## src/hw/rtl/ppt_pkg.sv

```systemverilog
// Shared constants and types for the pulse period tachometer.
`timescale 1ns / 1ps
package ppt_pkg;

	localparam int unsigned TIME_W = 32;
	localparam int unsigned PPR_W  = 8;
	localparam int unsigned DVSR_W = TIME_W + PPR_W;   // elapsed * pulses_per_rev
	localparam int unsigned QUO_W  = 33;               // speed in hundredths of RPM
	localparam int unsigned CNT_W  = $clog2(QUO_W);

	// 100 * 60 * 1e6: hundredths of a minute in microseconds
	localparam logic [QUO_W-1:0] SPEED_DIVIDEND = 33'd6000000000;

	localparam logic [PPR_W-1:0] PPR_RESET = 8'd20;

	localparam int unsigned S_TDATA_W = 40;
	localparam int unsigned M_TDATA_W = 72;

	// divider status toward the sequencer
	typedef struct packed {
		logic busy;
		logic done;
	} ppt_div_stat_t;

	// sequencer states, one-hot
	typedef enum logic [3:0] {
		ST_IDLE = 4'b0001,
		ST_MUL  = 4'b0010,
		ST_DIV  = 4'b0100,
		ST_DONE = 4'b1000
	} ppt_state_t;

endpackage

```

## src/hw/rtl/ppt_div.sv

```systemverilog
// Restoring serial divider: constant dividend by a 40-bit divisor, one quotient bit per cycle.
`timescale 1ns / 1ps
module ppt_div (
	input  logic                          clk,
	input  logic                          arst_n,
	input  logic                          start,
	input  logic [ppt_pkg::DVSR_W-1:0]    divisor,
	output ppt_pkg::ppt_div_stat_t        stat,
	output logic [ppt_pkg::QUO_W-1:0]     quotient
);

	logic                         busy_q;
	logic                         done_q;
	logic [ppt_pkg::CNT_W-1:0]    cnt_q;
	logic [ppt_pkg::DVSR_W-1:0]   rem_q;
	logic [ppt_pkg::QUO_W-1:0]    quo_q;
	logic [ppt_pkg::DVSR_W-1:0]   dvsr_q;
	logic [ppt_pkg::DVSR_W:0]     shifted;
	logic [ppt_pkg::DVSR_W+1:0]   diff;

	// trial subtract of the shifted partial remainder
	assign shifted = {rem_q, quo_q[ppt_pkg::QUO_W-1]};
	assign diff    = {1'b0, shifted} - {2'b00, dvsr_q};

	// control
	always_ff @(posedge clk or negedge arst_n) begin
		if (!arst_n) begin
			busy_q <= 1'b0;
			done_q <= 1'b0;
			cnt_q  <= '0;
		end else begin
			done_q <= 1'b0;
			if (start) begin
				busy_q <= 1'b1;
				cnt_q  <= '0;
			end else if (busy_q) begin
				cnt_q <= cnt_q + 1'b1;
				if (cnt_q == ppt_pkg::CNT_W'(ppt_pkg::QUO_W - 1)) begin
					busy_q <= 1'b0;
					done_q <= 1'b1;
				end
			end
		end
	end

	// datapath
	always_ff @(posedge clk) begin
		if (start) begin
			rem_q  <= '0;
			quo_q  <= ppt_pkg::SPEED_DIVIDEND;
			dvsr_q <= divisor;
		end else if (busy_q) begin
			if (!diff[ppt_pkg::DVSR_W+1]) begin
				rem_q <= diff[ppt_pkg::DVSR_W-1:0];
				quo_q <= {quo_q[ppt_pkg::QUO_W-2:0], 1'b1};
			end else begin
				rem_q <= shifted[ppt_pkg::DVSR_W-1:0];
				quo_q <= {quo_q[ppt_pkg::QUO_W-2:0], 1'b0};
			end
		end
	end

	assign stat.busy = busy_q;
	assign stat.done = done_q;
	assign quotient  = quo_q;

endmodule

```

## src/hw/rtl/pulse_period_tachometer.sv

```systemverilog
// Top level: edge detect, period capture, sequencer and result register.
//
//  channel  | dir | fields (low bit first)              | handshake
//  s_axis   | in  | sensor_level[0], time_us[32:1]       | tvalid/tready
//  m_axis   | out | rpm_hundredths[32:0], period_us[64:33] | tvalid/tready
//  cfg      | in  | pulses_per_rev[7:0]                  | cfg_we
//
// A poll with no rising edge, or with zero elapsed time, leaves the sequencer in IDLE.
// A rising edge passes through accept, one multiply, the divider start,
// 33 divider steps (one quotient bit per cycle), the done cycle and the result load.
// Reset clears level, edge time and pulses_per_rev (to 20); no clearing pass.
// The result waits in its register; the next poll is taken meanwhile, and a
// finished divide holds in DONE until the result register is free.
`timescale 1ns / 1ps
module pulse_period_tachometer (
	input  logic                              clk,
	input  logic                              arst_n,
	input  logic                              s_axis_tvalid,
	output logic                              s_axis_tready,
	input  logic [ppt_pkg::S_TDATA_W-1:0]     s_axis_tdata,  // sensor_level, time_us, pad
	output logic                              m_axis_tvalid,
	input  logic                              m_axis_tready,
	output logic [ppt_pkg::M_TDATA_W-1:0]     m_axis_tdata,  // rpm_hundredths, period_us, pad
	input  logic                              cfg_we,
	input  logic [ppt_pkg::PPR_W-1:0]         cfg_wdata
);

	ppt_pkg::ppt_state_t            state_q;
	logic                           prev_level_q;
	logic [ppt_pkg::TIME_W-1:0]     last_edge_q;
	logic [ppt_pkg::PPR_W-1:0]      ppr_q;
	logic [ppt_pkg::TIME_W-1:0]     elapsed_q;
	logic [ppt_pkg::DVSR_W-1:0]     divisor_q;
	logic                           div_start_q;
	logic                           out_valid_q;
	logic [ppt_pkg::QUO_W-1:0]      out_rpm_q;
	logic [ppt_pkg::TIME_W-1:0]     out_period_q;

	logic                           in_level;
	logic [ppt_pkg::TIME_W-1:0]     in_time;
	logic [ppt_pkg::TIME_W-1:0]     elapsed;
	logic                           accept;
	logic                           rise;
	logic [ppt_pkg::PPR_W-1:0]      ppr_eff;
	logic                           out_free;
	ppt_pkg::ppt_div_stat_t         div_stat;
	logic [ppt_pkg::QUO_W-1:0]      div_quo;

	assign in_level = s_axis_tdata[0];
	assign in_time  = s_axis_tdata[ppt_pkg::TIME_W:1];
	assign elapsed  = in_time - last_edge_q;
	assign s_axis_tready = (state_q == ppt_pkg::ST_IDLE);
	assign accept   = s_axis_tvalid && s_axis_tready;
	assign rise     = in_level && !prev_level_q;
	assign ppr_eff  = (ppr_q == '0) ? ppt_pkg::PPR_W'(1) : ppr_q;
	assign out_free = !out_valid_q || m_axis_tready;

	// configuration register
	always_ff @(posedge clk or negedge arst_n) begin
		if (!arst_n) begin
			ppr_q <= ppt_pkg::PPR_RESET;
		end else if (cfg_we) begin
			ppr_q <= cfg_wdata;
		end
	end

	// sequencer and tachometer state
	always_ff @(posedge clk or negedge arst_n) begin
		if (!arst_n) begin
			state_q      <= ppt_pkg::ST_IDLE;
			prev_level_q <= 1'b0;
			last_edge_q  <= '0;
			div_start_q  <= 1'b0;
		end else begin
			div_start_q <= 1'b0;
			case (state_q)
				ppt_pkg::ST_IDLE: begin
					if (accept) begin
						prev_level_q <= in_level;
						if (rise) begin
							last_edge_q <= in_time;
							if (elapsed != '0) begin
								state_q <= ppt_pkg::ST_MUL;
							end
						end
					end
				end
				ppt_pkg::ST_MUL: begin
					div_start_q <= 1'b1;
					state_q     <= ppt_pkg::ST_DIV;
				end
				ppt_pkg::ST_DIV: begin
					if (div_stat.done) begin
						state_q <= ppt_pkg::ST_DONE;
					end
				end
				ppt_pkg::ST_DONE: begin
					if (out_free) begin
						state_q <= ppt_pkg::ST_IDLE;
					end
				end
				default: begin
					state_q <= ppt_pkg::ST_IDLE;
				end
			endcase
		end
	end

	// period capture and divisor product
	always_ff @(posedge clk) begin
		if (accept && rise) begin
			elapsed_q <= elapsed;
		end
		if (state_q == ppt_pkg::ST_MUL) begin
			divisor_q <= elapsed_q * ppr_eff;
		end
	end

	ppt_div u_div (
		.clk      (clk),
		.arst_n   (arst_n),
		.start    (div_start_q),
		.divisor  (divisor_q),
		.stat     (div_stat),
		.quotient (div_quo)
	);

	// result register
	always_ff @(posedge clk or negedge arst_n) begin
		if (!arst_n) begin
			out_valid_q <= 1'b0;
		end else if (state_q == ppt_pkg::ST_DONE && out_free) begin
			out_valid_q <= 1'b1;
		end else if (m_axis_tready) begin
			out_valid_q <= 1'b0;
		end
	end

	always_ff @(posedge clk) begin
		if (state_q == ppt_pkg::ST_DONE && out_free) begin
			out_rpm_q    <= div_quo;
			out_period_q <= elapsed_q;
		end
	end

	assign m_axis_tvalid = out_valid_q;
	assign m_axis_tdata  = {7'd0, out_period_q, out_rpm_q};

`ifndef SYNTH
	// no poll is taken while the divider runs
	a_ready_not_busy: assert property (@(posedge clk) disable iff (!arst_n)
		s_axis_tready |-> !div_stat.busy)
		else $error("poll accepted while divider busy");

	// divider completes only while the sequencer waits for it
	a_done_in_div: assert property (@(posedge clk) disable iff (!arst_n)
		div_stat.done |-> (state_q == ppt_pkg::ST_DIV))
		else $error("divider done outside DIV");

	// a reported period is never zero
	a_period_nonzero: assert property (@(posedge clk) disable iff (!arst_n)
		m_axis_tvalid |-> (m_axis_tdata[64:33] != '0))
		else $error("zero period reported");

	// a new result comes only out of the DONE state
	a_result_from_done: assert property (@(posedge clk) disable iff (!arst_n)
		$rose(m_axis_tvalid) |-> $past(state_q == ppt_pkg::ST_DONE))
		else $error("result loaded outside DONE");
`endif

endmodule
```

## config.mk

```make
export PLATFORM = sky130hd
export DESIGN_NAME = pulse_period_tachometer
export DESIGN_NICKNAME = d
export VERILOG_FILES = /design/src/hw/rtl/ppt_pkg.sv /design/src/hw/rtl/ppt_div.sv /design/src/hw/rtl/pulse_period_tachometer.sv
export SDC_FILE = /design/constraint.sdc
export NUM_CORES = 1
export LEC_CHECK = 0
export ABC_AREA = 1
export BUFFER_PORTS_ARGS = -buffer_cell sky130_fd_sc_hd__buf_4
export CORE_MARGIN = 2
export CORE_UTILIZATION = 45
export CTS_CLUSTER_SIZE = 14
export DETAILED_ROUTE_END_ITERATION = 10
export MAX_ROUTING_LAYER = met4
export PLACE_DENSITY = 0.7
export SLEW_MARGIN = 20
export SYNTH_ARGS = -nofsm -noshare
export SYNTH_HDL_FRONTEND = slang
export SYNTH_HIERARCHICAL = 1
export SYNTH_SLANG_ARGS = --single-unit
```

## constraint.sdc

```tcl
create_clock -name clk -period 5.3 [get_ports clk]
set_input_delay 1.325 -clock clk [delete_from_list [all_inputs] [get_ports clk]]
set_output_delay 1.325 -clock clk [all_outputs]
set_load 0.005 [all_outputs]
```

==> reports/results.tsv <==
metric	value	unit
Total GRT Usage	0.221	
core area	0.0554	mm^2
multi-input logic area	0.0134	mm^2
clk_skew	19.8	ps
vias in the first global route	20300	
RSZ-0062 raised after global routing	false	
Hold Violations, Final	0	
initial core utilization	0.457	
setup repair bufs after CTS	0	
crit share post-route	0.951	
CTS tree	built	
Arr. time, crit path	5340	ps
Crit path required time	5600	ps
R2R depth	17	
outcome	finished, final reports clean	
Die W	241	um
Least-Margin Pin Slew	983	ps
sequential cell area	0.00816	mm^2
total negative slack	0	ps
fmax	0.198	GHz
initial antenna violation count	0	
# setup viols final	0	
Post-Synthesis Cells	3412	
CP max FO	33	
DRT Wirelength	60100	um
crit end category	flip-flop	
Mapped Area	0.0253	mm^2
post-synthesis average cell area	7.43	um^2
share of layout cells above drive strength 1	0.0774	
pins over their slew limit	0	
DRT iter0 DRCs	1380	
Reg clk slew, reported paths	60	ps
die area	0.0582	mm^2
clk_lat worst skew	570	ps
Final Net Count	3869	
Hold WC Path Type	reg2reg	
clock root buffer	clkbuf_16	
critical path launch point	ppr_q[7]$_DFFE_PN0P_	
drt pass-1 iters	5	
R2R setup slack	260	ps
# diodes	0	
fin crit period	5040	ps
Row Count	86	
I/O Buffers	112	
Sink Count	305	
DRT antenna net count	0	
Yosys Warn Count	6	
pre-CTS setup slack	314	ps
Overflow after GRT	0	
Avg WL per Cell	14.1	um
CTS Buffer Depth	3	
synthesis-to-finish area growth	11.3	%
die height	241	um
gpl congestion	0.951	
CP Launch Type	flip-flop	
post-detail-place hpwl	47200	um
MaxCap Viol Count	0	
hold-fix buffers at CTS	0	
DR vias/cell	4.76	
cells resized by post-CTS repair	0	
crit path kind	reg2reg	
max_slew headroom	0.343	
CTS Buf Count	34	
Critical Path End	divisor_q[33]$_DFFE_PP_	
DRC errors left	0	
# fillers	5328	
Reg2Reg Launch Point	ppr_q[7]$_DFFE_PN0P_	
H-tree depth	2	
largest net degree at the start of global routing	62	
# IOs	127	
R2R Path End	divisor_q[33]$_DFFE_PP_	
worst hold start	divisor_q[9]$_DFFE_PP_	
Final WS setup	261	ps
first-pass GRT wire length	100000	um
total number of vias	20400	
worst max-delay path, stage by stage, from the launching register on:
cell and delay (ps):
dfrtp_1 400, buf_12 230, nand2_1 110, fa_1 520
fa_1 550, inv_1 70, fa_1 500, fa_1 500
ha_1 380, nand2_1 150, nor2_1 60, o21ai_0 170
o211ai_1 190, a21oi_1 390, o21ai_1 180, nand4_1 120
nand2_1 90, xor2_1 140
routing by layer:
metal,routed length (um),part of all wire,track usage
met3,2740,0.046,0.0260
met1,27400,0.46,0.283
met5,0,0,-
met4,1670,0.028,0.0698
met2,28200,0.47,0.368
area by class of cell:
class / instances / area share
Multi-Input combinational cell: 2113 / 0.475
Clock buffer: 46 / 0.0332
Timing Repair Buffer: 147 / 0.0427
Clock inverter: 16 / 0.00710
Sequential cell: 305 / 0.289
Inverter: 900 / 0.120
Tap cell: 748 / 0.0332
layout by cell type, fill, tap and decap left out, types with 28 or more instances in the layout:
cell type	count
a21oi_1	107
buf_4	139
clkbuf_16	34
dfrtp_1	51
dfxtp_1	73
edfxtp_1	177
fa_1	182
ha_1	133
inv_1	886
nand2_1	995
nand3_1	89
nand4_1	28
nor2_1	239
o21ai_0	65
o21ai_1	38
xnor2_1	28
xor2_1	28
state kept, by name (all words and copies together), names as in the netlist, 8 cells and up:
register and flops:
divisor_q 40, u_div/dvsr_q 40, u_div/rem_q 40, out_rpm_q 33, u_div/quotient 33, elapsed_q 32
last_edge_q 32, out_period_q 32, ppr_q 8
how the worst min path moves through the flow:
| stage | to | slack (ps) | cells past startpoint |
|---|---|---|---|
| after floorplan | u_div/dvsr_q[0]$_DFFE_PP_ | 400 | 0 |
| after global placement | u_div/dvsr_q[5]$_DFFE_PP_ | 400 | 0 |
| after detailed placement | u_div/dvsr_q[11]$_DFFE_PP_ | 400 | 0 |
| after CTS | u_div/dvsr_q[9]$_DFFE_PP_ | 410 | 0 |
| after global routing | u_div/dvsr_q[3]$_DFFE_PP_ | 420 | 0 |
| final | u_div/dvsr_q[9]$_DFFE_PP_ | 410 | 0 |
per-stage QoR:
step                      hold WS (ps)  instances   util  instance area (um^2)
after floorplan                    400       3418      -                 25400
after global placement             401       4213  0.488                 27100
after detailed placement           405       4213  0.488                 27100
after CTS                          407       4275  0.509                 28200
after global routing               422       4275  0.509                 28200
final                              414       4275  0.509                 28200
Power is not shown: default switching activity piles up to over one toggle a cycle in this logic, so the estimate is an artifact.
